$ cat config.mk
export PLATFORM = sky130hd
export DESIGN_NAME = form_urlencoded_tokenizer_unit
export DESIGN_NICKNAME = d
export VERILOG_FILES = /design/src/hw/rtl/fut_pkg.sv /design/src/hw/rtl/form_urlencoded_tokenizer_unit.sv
export VERILOG_INCLUDE_DIRS = /design/src /design/src/hw/rtl
export SDC_FILE = /design/constraint.sdc
export NUM_CORES = 1
export LEC_CHECK = 0
export BUFFER_PORTS_ARGS = -buffer_cell sky130_fd_sc_hd__buf_2
export CAP_MARGIN = 20
export CORE_MARGIN = 2
export CORE_UTILIZATION = 25
export DETAILED_ROUTE_END_ITERATION = 10
export MAX_ROUTING_LAYER = met4
export PLACE_DENSITY_LB_ADDON = 0.1
export SETUP_SLACK_MARGIN = 0.4
export SYNTH_ARGS = -nofsm -noshare
export SYNTH_HDL_FRONTEND = slang
export SYNTH_SLANG_ARGS = --single-unit
$ cat constraint.sdc
create_clock -name clk -period 8.2 [get_ports clk]
set_input_delay 0.41 -clock clk [delete_from_list [all_inputs] [get_ports clk]]
set_output_delay 0.41 -clock clk [all_outputs]
set_load 0.03 [all_outputs]
$ cat src/hw/rtl/assert_macros.svh
// ----------------------------------------------------------------------------
// assert_macros.svh
// shared concurrent assertion macros, clocked with synchronous reset disable
// ----------------------------------------------------------------------------
`ifndef ASSERT_MACROS_SVH
`define ASSERT_MACROS_SVH

// property holds in the same cycle
`define ASSERT_NOW(lbl, clk, rst_n, ante, cons, msg) \
  lbl: assert property (@(posedge clk) disable iff (!rst_n) (ante) |-> (cons)) \
    else $error(msg);

// property holds in the cycle after the antecedent
`define ASSERT_NEXT(lbl, clk, rst_n, ante, cons, msg) \
  lbl: assert property (@(posedge clk) disable iff (!rst_n) (ante) |=> (cons)) \
    else $error(msg);

`endif

$ cat src/hw/rtl/fut_pkg.sv
// ----------------------------------------------------------------------------
// fut_pkg
// types, character codes and helpers for the form-urlencoded tokenizer
// ----------------------------------------------------------------------------
`default_nettype none

package fut_pkg;

  typedef enum logic [2:0] {
    KIND_NAME      = 3'd0,
    KIND_VALUE     = 3'd1,
    KIND_PAIR_END  = 3'd2,
    KIND_NAME_ONLY = 3'd3,
    KIND_DONE_OK   = 3'd4,
    KIND_DONE_ERR  = 3'd5
  } kind_t;

  localparam int unsigned MAX_RES = 4;

  localparam logic [7:0] CH_PCT   = 8'h25;
  localparam logic [7:0] CH_PLUS  = 8'h2b;
  localparam logic [7:0] CH_SPACE = 8'h20;
  localparam logic [7:0] CH_EQ    = 8'h3d;
  localparam logic [7:0] CH_AMP   = 8'h26;
  localparam logic [7:0] CH_UA    = 8'h41;
  localparam logic [7:0] CH_ZERO  = 8'h30;
  localparam logic [7:0] CASE_MASK = 8'hdf;
  localparam logic [7:0] HEX_TEN  = 8'd10;

  typedef struct packed {
    logic [7:0] in_byte;
    logic       end_of_input;
  } in_word_t;

  typedef struct packed {
    kind_t      kind;
    logic [7:0] out_byte;
    logic       run_last;
  } out_word_t;

  typedef struct packed {
    kind_t      kind;
    logic [7:0] out_byte;
  } res_ent_t;

  typedef struct packed {
    logic [2:0]           cnt;
    res_ent_t [MAX_RES-1:0] ent;
  } res_list_t;

  // loose hex digit, wraps modulo 256
  function automatic logic [7:0] hex_digit(logic [7:0] c);
    if (c >= CH_UA) begin
      return ((c & CASE_MASK) - CH_UA) + HEX_TEN;
    end
    return c - CH_ZERO;
  endfunction

  // append one result, results beyond the list size are dropped
  function automatic res_list_t push(res_list_t l, kind_t k, logic [7:0] b);
    res_list_t r;
    r = l;
    if (r.cnt < 3'(MAX_RES)) begin
      r.ent[r.cnt[1:0]] = '{kind: k, out_byte: b};
      r.cnt = r.cnt + 3'd1;
    end
    return r;
  endfunction

endpackage

`default_nettype wire

$ cat src/hw/rtl/form_urlencoded_tokenizer_unit.sv
// ----------------------------------------------------------------------------
// form_urlencoded_tokenizer_unit
// streaming tokenizer for form-urlencoded query strings
// ----------------------------------------------------------------------------
// Takes one raw query-string byte per word, the final byte of a string
// flagged by end_of_input, and returns tagged name and value bytes ('+' as
// space, %XY decoded with the loose hex rule), pair-end and name-only markers,
// and one done-ok or done-error status per string. Every input word is parsed
// in the cycle it is accepted and its results (zero to four) are written into
// a four-entry result buffer that drains one word per cycle on the out port
// while out_ready is high. A byte that yields several results holds the input
// until the single result port has emptied the buffer. The next byte is taken
// in the same cycle the last buffered result leaves, so there is no bubble
// between bytes.
// ----------------------------------------------------------------------------
`default_nettype none
`include "assert_macros.svh"

module form_urlencoded_tokenizer_unit (
  input  wire logic              clk,
  input  wire logic              rst_n,
  input  wire logic              in_valid,
  output logic                   in_ready,
  input  wire fut_pkg::in_word_t in_data,
  output logic                   out_valid,
  input  wire logic              out_ready,
  output fut_pkg::out_word_t     out_data
);
  import fut_pkg::*;

  typedef enum logic [1:0] {
    MODE_SKIP  = 2'd0,  // skipping delimiters before a name
    MODE_NAME  = 2'd1,
    MODE_VALUE = 2'd2,
    MODE_DRAIN = 2'd3   // ignoring bytes after an error
  } mode_t;

  // parser state
  mode_t      mode_r,  mode_nxt;
  logic [1:0] esc_r,   esc_nxt;     // 0 none, 1 after '%', 2 after first hex char
  logic [7:0] fhex_r,  fhex_nxt;
  logic       thb_r,   thb_nxt;     // token has emitted bytes
  logic       cut_r,   cut_nxt;     // token cut by a zero byte
  logic       kept_r,  kept_nxt;    // value belongs to a non-empty name

  // result buffer
  res_ent_t [MAX_RES-1:0] ent_r;
  logic [2:0]             cnt_r;
  logic [1:0]             idx_r;
  res_list_t              lst;

  logic in_fire, out_fire, at_last;

  assign at_last   = (({1'b0, idx_r} + 3'd1) == cnt_r);
  assign out_valid = (cnt_r != 3'd0);
  assign out_fire  = out_valid && out_ready;
  // take a new byte once the buffer is empty or its last word leaves now
  assign in_ready  = (cnt_r == 3'd0) || (at_last && out_ready);
  assign in_fire   = in_valid && in_ready;

  assign out_data.kind     = ent_r[idx_r].kind;
  assign out_data.out_byte = ent_r[idx_r].out_byte;
  assign out_data.run_last = at_last;

  // single-pass parse of one byte
  always_comb begin
    logic [7:0] c;
    logic [7:0] v;
    logic [7:0] hi;
    logic       e;
    logic       delim;
    logic       allowed;
    kind_t      tk;
    mode_t      pm;

    c        = in_data.in_byte;
    e        = in_data.end_of_input;
    delim    = (c == CH_EQ) || (c == CH_AMP);
    mode_nxt = mode_r;
    esc_nxt  = esc_r;
    fhex_nxt = fhex_r;
    thb_nxt  = thb_r;
    cut_nxt  = cut_r;
    kept_nxt = kept_r;
    lst      = '0;
    v        = '0;
    hi       = '0;
    pm       = mode_r;
    tk       = KIND_NAME;
    allowed  = 1'b0;

    if (mode_r == MODE_DRAIN) begin
      if (e) begin
        mode_nxt = MODE_SKIP;
        kept_nxt = 1'b0;
        esc_nxt  = 2'd0;
        fhex_nxt = '0;
        thb_nxt  = 1'b0;
        cut_nxt  = 1'b0;
      end
    end else begin
      // leading delimiters
      if (mode_nxt == MODE_SKIP) begin
        if (delim) begin
          if (e) begin
            lst = push(lst, KIND_DONE_ERR, 8'd0);
          end
        end else begin
          mode_nxt = MODE_NAME;
        end
      end

      pm      = mode_nxt;
      tk      = (pm == MODE_VALUE) ? KIND_VALUE : KIND_NAME;
      allowed = (pm == MODE_NAME) || kept_nxt;

      if (pm == MODE_NAME || pm == MODE_VALUE) begin
        // token character
        if (!delim) begin
          if (c == CH_PLUS) begin
            c = CH_SPACE;
          end
          if (c == 8'd0) begin
            cut_nxt = 1'b1;
            esc_nxt = 2'd0;
          end else if (esc_nxt == 2'd1) begin
            fhex_nxt = c;
            esc_nxt  = 2'd2;
          end else if (esc_nxt == 2'd2) begin
            hi      = hex_digit(fhex_nxt);
            v       = {hi[3:0], 4'b0000} + hex_digit(c);
            esc_nxt = 2'd0;
            if (v == 8'd0) begin
              cut_nxt = 1'b1;
            end else if (!cut_nxt && allowed) begin
              lst     = push(lst, tk, v);
              thb_nxt = 1'b1;
            end
          end else if (c == CH_PCT) begin
            esc_nxt = 2'd1;
          end else if (!cut_nxt && allowed) begin
            lst     = push(lst, tk, c);
            thb_nxt = 1'b1;
          end
        end

        // end of token: a pending escape goes out literally
        if (delim || e) begin
          if (esc_nxt != 2'd0) begin
            if (!cut_nxt && allowed) begin
              lst     = push(lst, tk, CH_PCT);
              thb_nxt = 1'b1;
            end
            if (esc_nxt == 2'd2 && !cut_nxt && allowed) begin
              lst     = push(lst, tk, fhex_nxt);
              thb_nxt = 1'b1;
            end
          end
          esc_nxt  = 2'd0;
          fhex_nxt = '0;
        end

        if (pm == MODE_NAME) begin
          if (c == CH_EQ && !e) begin
            kept_nxt = thb_nxt;
            thb_nxt  = 1'b0;
            cut_nxt  = 1'b0;
            mode_nxt = MODE_VALUE;
          end else if (delim || e) begin
            if (thb_nxt) begin
              lst = push(lst, KIND_NAME_ONLY, 8'd0);
            end
            if (c == CH_AMP && !e) begin
              // '&' after a name that is not last
              lst      = push(lst, KIND_DONE_ERR, 8'd0);
              mode_nxt = MODE_DRAIN;
            end else if (delim) begin
              lst      = push(lst, KIND_DONE_OK, 8'd0);
              mode_nxt = MODE_SKIP;
            end else begin
              // name ran to the end
              lst      = push(lst, KIND_DONE_ERR, 8'd0);
              mode_nxt = MODE_SKIP;
            end
            kept_nxt = 1'b0;
            thb_nxt  = 1'b0;
            cut_nxt  = 1'b0;
          end
        end else begin
          if (delim || e) begin
            if (kept_nxt) begin
              lst = push(lst, KIND_PAIR_END, 8'd0);
            end
            if (e) begin
              lst = push(lst, KIND_DONE_OK, 8'd0);
            end
            kept_nxt = 1'b0;
            thb_nxt  = 1'b0;
            cut_nxt  = 1'b0;
            mode_nxt = MODE_SKIP;
          end
        end
      end else if (e) begin
        // skip ran into the final byte: back to reset
        kept_nxt = 1'b0;
        esc_nxt  = 2'd0;
        fhex_nxt = '0;
        thb_nxt  = 1'b0;
        cut_nxt  = 1'b0;
      end
    end
  end

  // state and result buffer
  always_ff @(posedge clk) begin
    if (!rst_n) begin
      mode_r <= MODE_SKIP;
      esc_r  <= 2'd0;
      fhex_r <= '0;
      thb_r  <= 1'b0;
      cut_r  <= 1'b0;
      kept_r <= 1'b0;
      cnt_r  <= 3'd0;
      idx_r  <= 2'd0;
    end else begin
      if (in_fire) begin
        // a new byte refills the buffer, its last old word leaves now
        mode_r <= mode_nxt;
        esc_r  <= esc_nxt;
        fhex_r <= fhex_nxt;
        thb_r  <= thb_nxt;
        cut_r  <= cut_nxt;
        kept_r <= kept_nxt;
        cnt_r  <= lst.cnt;
        idx_r  <= 2'd0;
      end else if (out_fire) begin
        if (at_last) begin
          cnt_r <= 3'd0;
          idx_r <= 2'd0;
        end else begin
          idx_r <= idx_r + 2'd1;
        end
      end
    end
  end

  // payload of the buffer, no reset needed
  always_ff @(posedge clk) begin
    if (in_fire) begin
      ent_r <= lst.ent;
    end
  end

  `ASSERT_NOW(a_idx_in_range, clk, rst_n, out_valid, ({1'b0, idx_r} < cnt_r),
    "read index past buffer fill")
  `ASSERT_NEXT(a_drain_silent, clk, rst_n,
    in_fire && mode_r == MODE_DRAIN && !in_data.end_of_input, !out_valid,
    "result produced while draining")
  `ASSERT_NEXT(a_end_resets, clk, rst_n, in_fire && in_data.end_of_input,
    mode_r == MODE_SKIP && !kept_r && esc_r == 2'd0,
    "parser not back at reset after final byte")
  `ASSERT_NEXT(a_end_has_status, clk, rst_n,
    in_fire && in_data.end_of_input && mode_r != MODE_DRAIN,
    out_valid && (ent_r[cnt_r[1:0] - 2'd1].kind == KIND_DONE_OK ||
                  ent_r[cnt_r[1:0] - 2'd1].kind == KIND_DONE_ERR),
    "final byte did not end with a status")

endmodule

`default_nettype wire
* Word level (Yosys, flattened, before mapping)
Cells that the tools add are included.
** Word-level totals
- Bits in registers :: 64
- Output and inout bits :: 14
- Logic and storage cells :: 298
** Cells by class
- Multiplexer cells :: 182
- Reduce and logical (&&, ||, !) cells :: 34
- Bitwise logic cells :: 16
- Add/sub/neg operators :: 15
- Order comparisons :: 21
- Eq/ne operators :: 14
** Operator list (count)
- two-way mux 47 bit :: 50
- two-way mux 8 bit :: 24
- bitwise mux 44 bit :: 4
- two-way mux 45 bit :: 3
- demux 11 bit (select 2 bit) :: 6
- bitwise AND 40 bit :: 3
- NOT 40 bit :: 3
- two-way mux 11 bit :: 7
- bitwise AND 36 bit :: 2
- NOT 36 bit :: 2
- two-way mux 1 bit :: 53
- == test 8 x 6 -> 1 bit (second input constant) :: 6
- two-way mux 2 bit :: 23
- two-way mux 4 bit :: 8
- binary-select mux 11 bit (select 2 bit) :: 1
- less-than comparator 2 x 3 -> 1 bit (second input constant) :: 7
- adder 3 x 1 -> 3 bit (second input constant) :: 6
- less-than comparator 3 bit (second input constant) :: 6
- greater-or-equal comparator 8 x 7 -> 1 bit (second input constant) :: 2
- logical NOT 8 bit :: 2
- OR 8 bit :: 2
- logical AND 1 bit :: 15
- greater-or-equal comparator 2 x 1 -> 1 bit (second input constant) :: 6
- OR 4 bit :: 3
- 22 further kinds :: 38

* Depth between registers and ports, before layout
- Depth in word-level cells :: 85
- Gate-level depth with buffers :: 39

* Worst setup path before layout
OpenSTA, ideal clock, no wires.
- Kind :: input port to flip-flop
- From :: input port in_data[5] (netlist name)
- To :: register ent_r[22] (netlist name) (data pin)
- Data arrival time :: 7.206 ns
- Stages on the path :: 36
- Data required time :: 8.054 ns
- Setup time :: 0.146 ns
- Path slack :: 0.848 ns
- Path buffers :: 1
- Cell sequence :: inv_1 -> ha_1 -> nand3_1 -> a211oi_1 -> a221o_1 -> nand2_1 -> o31ai_1 -> o21ai_0 -> ha_1 -> a21o_1 -> a21oi_1 -> xor2_1 -> xnor2_1 -> mux2_2 -> o21ai_1 -> buf_2 -> nand3_1 -> ha_1 -> nand2_1 -> o21ai_0 -> o21a_1 -> ha_1 -> nand2b_1 -> a21boi_0 -> o31ai_4 -> ha_1 -> a21oi_1 -> a22o_1 -> inv_1 -> ha_1 -> inv_1 -> a31o_2 -> a21oi_1 -> o21a_1 -> or3_1 -> a21oi_1
** On the way
- Word-level cells in the longest chain between the ends :: 64
- Elaborated cells between the ends (all ways) :: 190
** RTL lines
- start: declaration :: line form_urlencoded_tokenizer_unit.sv:24 : input wire fut_pkg::in_word_t in_data,
- == test 8 x 6 -> 1 bit :: line form_urlencoded_tokenizer_unit.sv:120 : if (c == CH_PLUS) begin
- two-way mux 8 bit :: line form_urlencoded_tokenizer_unit.sv:120
- two-way mux 8 bit :: line form_urlencoded_tokenizer_unit.sv:119 : if (!delim) begin
- two-way mux 8 bit :: line form_urlencoded_tokenizer_unit.sv:117 : if (pm == MODE_NAME || pm == MODE_VALUE) begin
- two-way mux 8 bit :: line form_urlencoded_tokenizer_unit.sv:92 : if (mode_r == MODE_DRAIN) begin
- greater-or-equal comparator 8 x 7 -> 1 bit :: line fut_pkg.sv:53 : if (c >= CH_UA) begin
- two-way mux 1 bit :: line fut_pkg.sv:53
- two-way mux 1 bit :: line form_urlencoded_tokenizer_unit.sv:129 : end else if (esc_nxt == 2'd2) begin
- [48 not listed]
- bitwise AND 36 bit (no source line) or bitwise AND 40 bit (tied branches)
- two-way mux 47 bit :: line fut_pkg.sv:63 : if (r.cnt < 3'(MAX_RES)) begin
- two-way mux 47 bit :: line form_urlencoded_tokenizer_unit.sv:177 : end else if (delim) begin
- two-way mux 47 bit :: line form_urlencoded_tokenizer_unit.sv:173 : if (c == CH_AMP && !e) begin
- two-way mux 47 bit :: line form_urlencoded_tokenizer_unit.sv:169 : end else if (delim || e) begin
- two-way mux 47 bit :: line form_urlencoded_tokenizer_unit.sv:164 : if (c == CH_EQ && !e) begin
- two-way mux 47 bit :: line form_urlencoded_tokenizer_unit.sv:163 : if (pm == MODE_NAME) begin
- two-way mux 47 bit (*) :: line form_urlencoded_tokenizer_unit.sv:117
- end signal: assignment :: line form_urlencoded_tokenizer_unit.sv:250 : ent_r <= lst.ent;
- end: declaration :: line form_urlencoded_tokenizer_unit.sv:47 : res_ent_t [MAX_RES-1:0] ent_r;
Every way passes the cells marked *; elsewhere a longest branch is shown, timed or not. The select of a mux whose other input is x is not followed.
A chain may end at the register's enable or synchronous reset.

* Final worst setup path
- From :: input port in_data[2] (netlist name)
- To :: register ent_r[22] (netlist name) (data pin)
The elaborated chain is that of the path after synthesis.

==> run_results.csv <==
group,metric,value,unit
finish,fin_area,6200,um2
synthesis,synth_edf_count,44,
sta,skew,13.9,ps
drt,post_drt_via_cell_ratio,5.27,
finish,drive_gt1_share,16.5,%
worst_hold_path,holdPathEnd,"idx_r[1]",
sta,setup_ws,816,ps
finish,layout.cells.non_filler,923,
sta,period_minus_slack,7380,ps
synthesis,yosys.area_share.xor_xnor,2.12,%
setup_path,crit_fanout,9,
synthesis,yosysTopAreaCellShare,24.6,%
synthesis,synth-seq-cells,64,
place,placed_area,5870,um2
clocking,cts_inserted_buffers,9,
synthesis,synth-simple-area-share,22.2,%
finish,layout.nets,694,
synthesis,synth_commonest_cells,"70 x nand2_1, 63 x nor2_1, 44 x edfxtp_1",
place,gp_congestion,0.922,
synthesis,synth_compound_area_share,22.9,%
clocking,cts_tree,"yes",
synthesis,synthArstFlopShare,0,%
finish,ff_latch_area,1720,um2
global_routing,antenna_found_initial,0,
setup_path,critical_path_class,"primary input to flop",
global_routing,grt.overflow.total,0,
clocking,post_cts_buffers,0,
global_routing,grt_pass1_wl,28.3,mm
clocking,clk_pin_slew,60,ps
worst_hold_path,holdPathStages,4,
floorplanning,design.die.area,22600,um2
worst_hold_path,hp-start,"out_ready",
setup_path,r2r-start,"fhex_r[1]",
clocking,h-tree-depth,3,
setup_path,critPathCaptureType,"flop",
drt,drtPass1Iterations,5,
synthesis,synth_area_leaders,"edfxtp_1 25%, ha_1 8.6%, dfxtp_1 7.5%",
drt,drtIter0Drc,436,
finish,synthToLayoutAreaGrowth,15.5,%
synthesis,syn-cell-area,5360,um2
drt,vias,4868,
global_routing,grt_max_degree,53,
clocking,cts-root-buf,"clkbuf_16",
setup_path,r2r_cells,33,
place,dp_cells,906,
setup_path,critical_path_required,8380,ps
setup_path,crit_top_cell,"ha_1",
sta,relSlewSlack,34.0,%
finish,multiInputGateArea,3470,um2
sta,fmax,0.135,GHz
drt,drc,0,
drt,wl,18.4,mm
sta,hold_violations,0,
synthesis,synthMuxAreaShare,7.65,%
place,post-dp-hpwl,14.3,mm
floorplanning,die_x,150,um
floorplanning,std_cell_rows,53,
setup_path,slowest_delay,570,ps
synthesis,yosysUniqueCellTypes,72,
global_routing,grt_pass1_vias,4738,
setup_path,rrSetupSlack,1100,ps
clocking,cts_resized,0,
floorplanning,initial_core_util,25.5,%
floorplanning,ios,27,
status,status,"complete, no violations",
sta,slew_violations,0,
finish,antennaDiodeCount,0,
synthesis,ys.flop_type,"edfxtp_1",
synthesis,synth_fa_ha_area_share,9.00,%
sta,tightest_slew,980,ps
floorplanning,die_y,150,um
sta,fin_crit_sh,90.0,%
synthesis,yosysMostFrequentCell,"nand2_1",
power,peakVddDrop,0.0710,mV
global_routing,grtUsageTotal,17.1,%
drt,post_drt_wl_per_cell,20.0,um
worst_hold_path,hp-class,"primary input to flop",
place,dp_slack,111,ps
run,maxCapViolCount,0,
setup_path,cp-start-kind,"primary input",
setup_path,arrival,7570,ps
synthesis,yosysWarnings,0,
clocking,clkSinkCount,64,
clocking,clk_latency,350,ps
setup_path,rr_endpoint,"ent_r[22]",
sta,setup_tns,0,ps
synthesis,syn_avg_cell_area,8.78,um2
power,finalPower,966,uW
finish,fillers,2246,
setup_path,slowest_stage,"or4_4",
clocking,ctsHoldBuffers,0,
synthesis,post_synth_inst_count,611,
power,p_per_area,156,nW/um2
sta,setup_viol_count_final,0,
synthesis,syn-num-nets,662,
synthesis,synth-seq-area-share,32.1,%
power,p_leak,0.00236,uW
clocking,clk_path_buf_depth,2,
sta,rsz0062_at_grt,"false",
floorplanning,coreArea,21000,um2
place,port_buffers,26,
synthesis,yosysTopAreaCell,"edfxtp_1",
synthesis,synth_top_family_by_area,"compound AO/OA/AOI/OAI gates",
drt,drt.antenna.violating_nets,0,
==> worst max-delay path by stage <==
| stage | startpoint | end | slack [ps] | depth (start not counted) |
|---|---|---|---|---|
| CTS | in_data[2] | ent_r[22] | 410 | 36 |
| finish | in_data[2] | ent_r[22] | 820 | 33 |
| global placement | in_data[2] | ent_r[24] | 200 | 36 |
| floorplan | in_data[5] | ent_r[22] | 850 | 36 |
| global route | in_data[2] | ent_r[24] | 410 | 36 |
| detailed placement | in_data[2] | ent_r[24] | 110 | 36 |
==> layout by cell type, fill, tap and decap left out, drive strengths merged, types with 6 or more instances in the layout <==
master / Yosys / layout
nand2: 70 / 70
nor2: 64 / 64
buf: 8 / 45
edfxtp: 44 / 44
ha: 37 / 37
a21oi: 34 / 34
o21ai: 33 / 33
inv: 29 / 30
dfxtp: 20 / 20
nor2b: 18 / 18
nor3: 18 / 18
nand3: 17 / 17
a22oi: 15 / 15
mux4: 11 / 11
nand2b: 11 / 11
xnor2: 10 / 10
a21boi: 10 / 10
nor4: 9 / 9
clkbuf: 16 / 9
mux2i: 8 / 8
or3: 7 / 7
o21a: 7 / 7
and3: 7 / 7
a22o: 7 / 7
mux2: 7 / 7
o22ai: 6 / 6
a21o: 6 / 6
a31oi: 6 / 6
clkinv: 1 / 6
==> flip-flops by register name (all words and copies together) (netlist names) <==
register / flops
mode_r: 2
cut_r: 1
idx_r: 2
kept_r: 1
thb_r: 1
ent_r: 44
fhex_r: 8
cnt_r: 3
esc_r: 2
==> metal layers <==
| metal | track usage [%] | part of all wire (%) | vias to the layer above |
|---|---|---|---|
| met2 | 25.1 | 44 | 163 |
| met4 | 5.14 | 1.9 | 0 |
| met3 | 2.94 | 4.7 | 25 |
| met1 | 24.1 | 49 | 2345 |
| li1 | - | - | 2335 |
| met5 | - | 0 | - |
==> per-stage QoR <==
| step | hold slack [ps] | utilization [%] |
|---|---|---|
| after floorplan | 456 | - |
| after global placement | 478 | 27.9 |
| after detailed placement | 485 | 27.9 |
| after CTS | 455 | 29.2 |
| after global routing | 495 | 29.5 |
| final | 474 | 29.5 |
==> area by class of cell <==
type | count | share of cell area [%]
multi-input combinational | 493 | 56.0
sequential | 64 | 27.8
tap | 275 | 5.55
timing repair buffer | 45 | 4.40
clock buffer | 9 | 3.63
inverter | 30 | 1.82
clock inverter | 7 | 0.767
==> power by group <==
part	internal, uW	switching (uW)	leakage (uW)
sequential	385	15.1	0.000594
combinational	70.2	133	0.00163
clock	204	159	0.000133
==> kinds of logic after synthesis <==
group / count (synthesis)
AO/OA/AOI/OAI: 172
multiplexers: 26
AND/OR/NAND/NOR: 244
XOR/XNOR: 13
adder cells (fa/ha/maj): 38
flip-flops: 64
buffers and inverters: 54
==> critical path: cells and delay by family <==
family	cells	cell delay [ps]
fa+ha+maj	5	1520
mux	1	370
simple gates	4	1200
buf+inv	4	360
xor+xnor	2	440
compound gates	17	3260
Note: power is estimated with default switching activity, not from simulation.
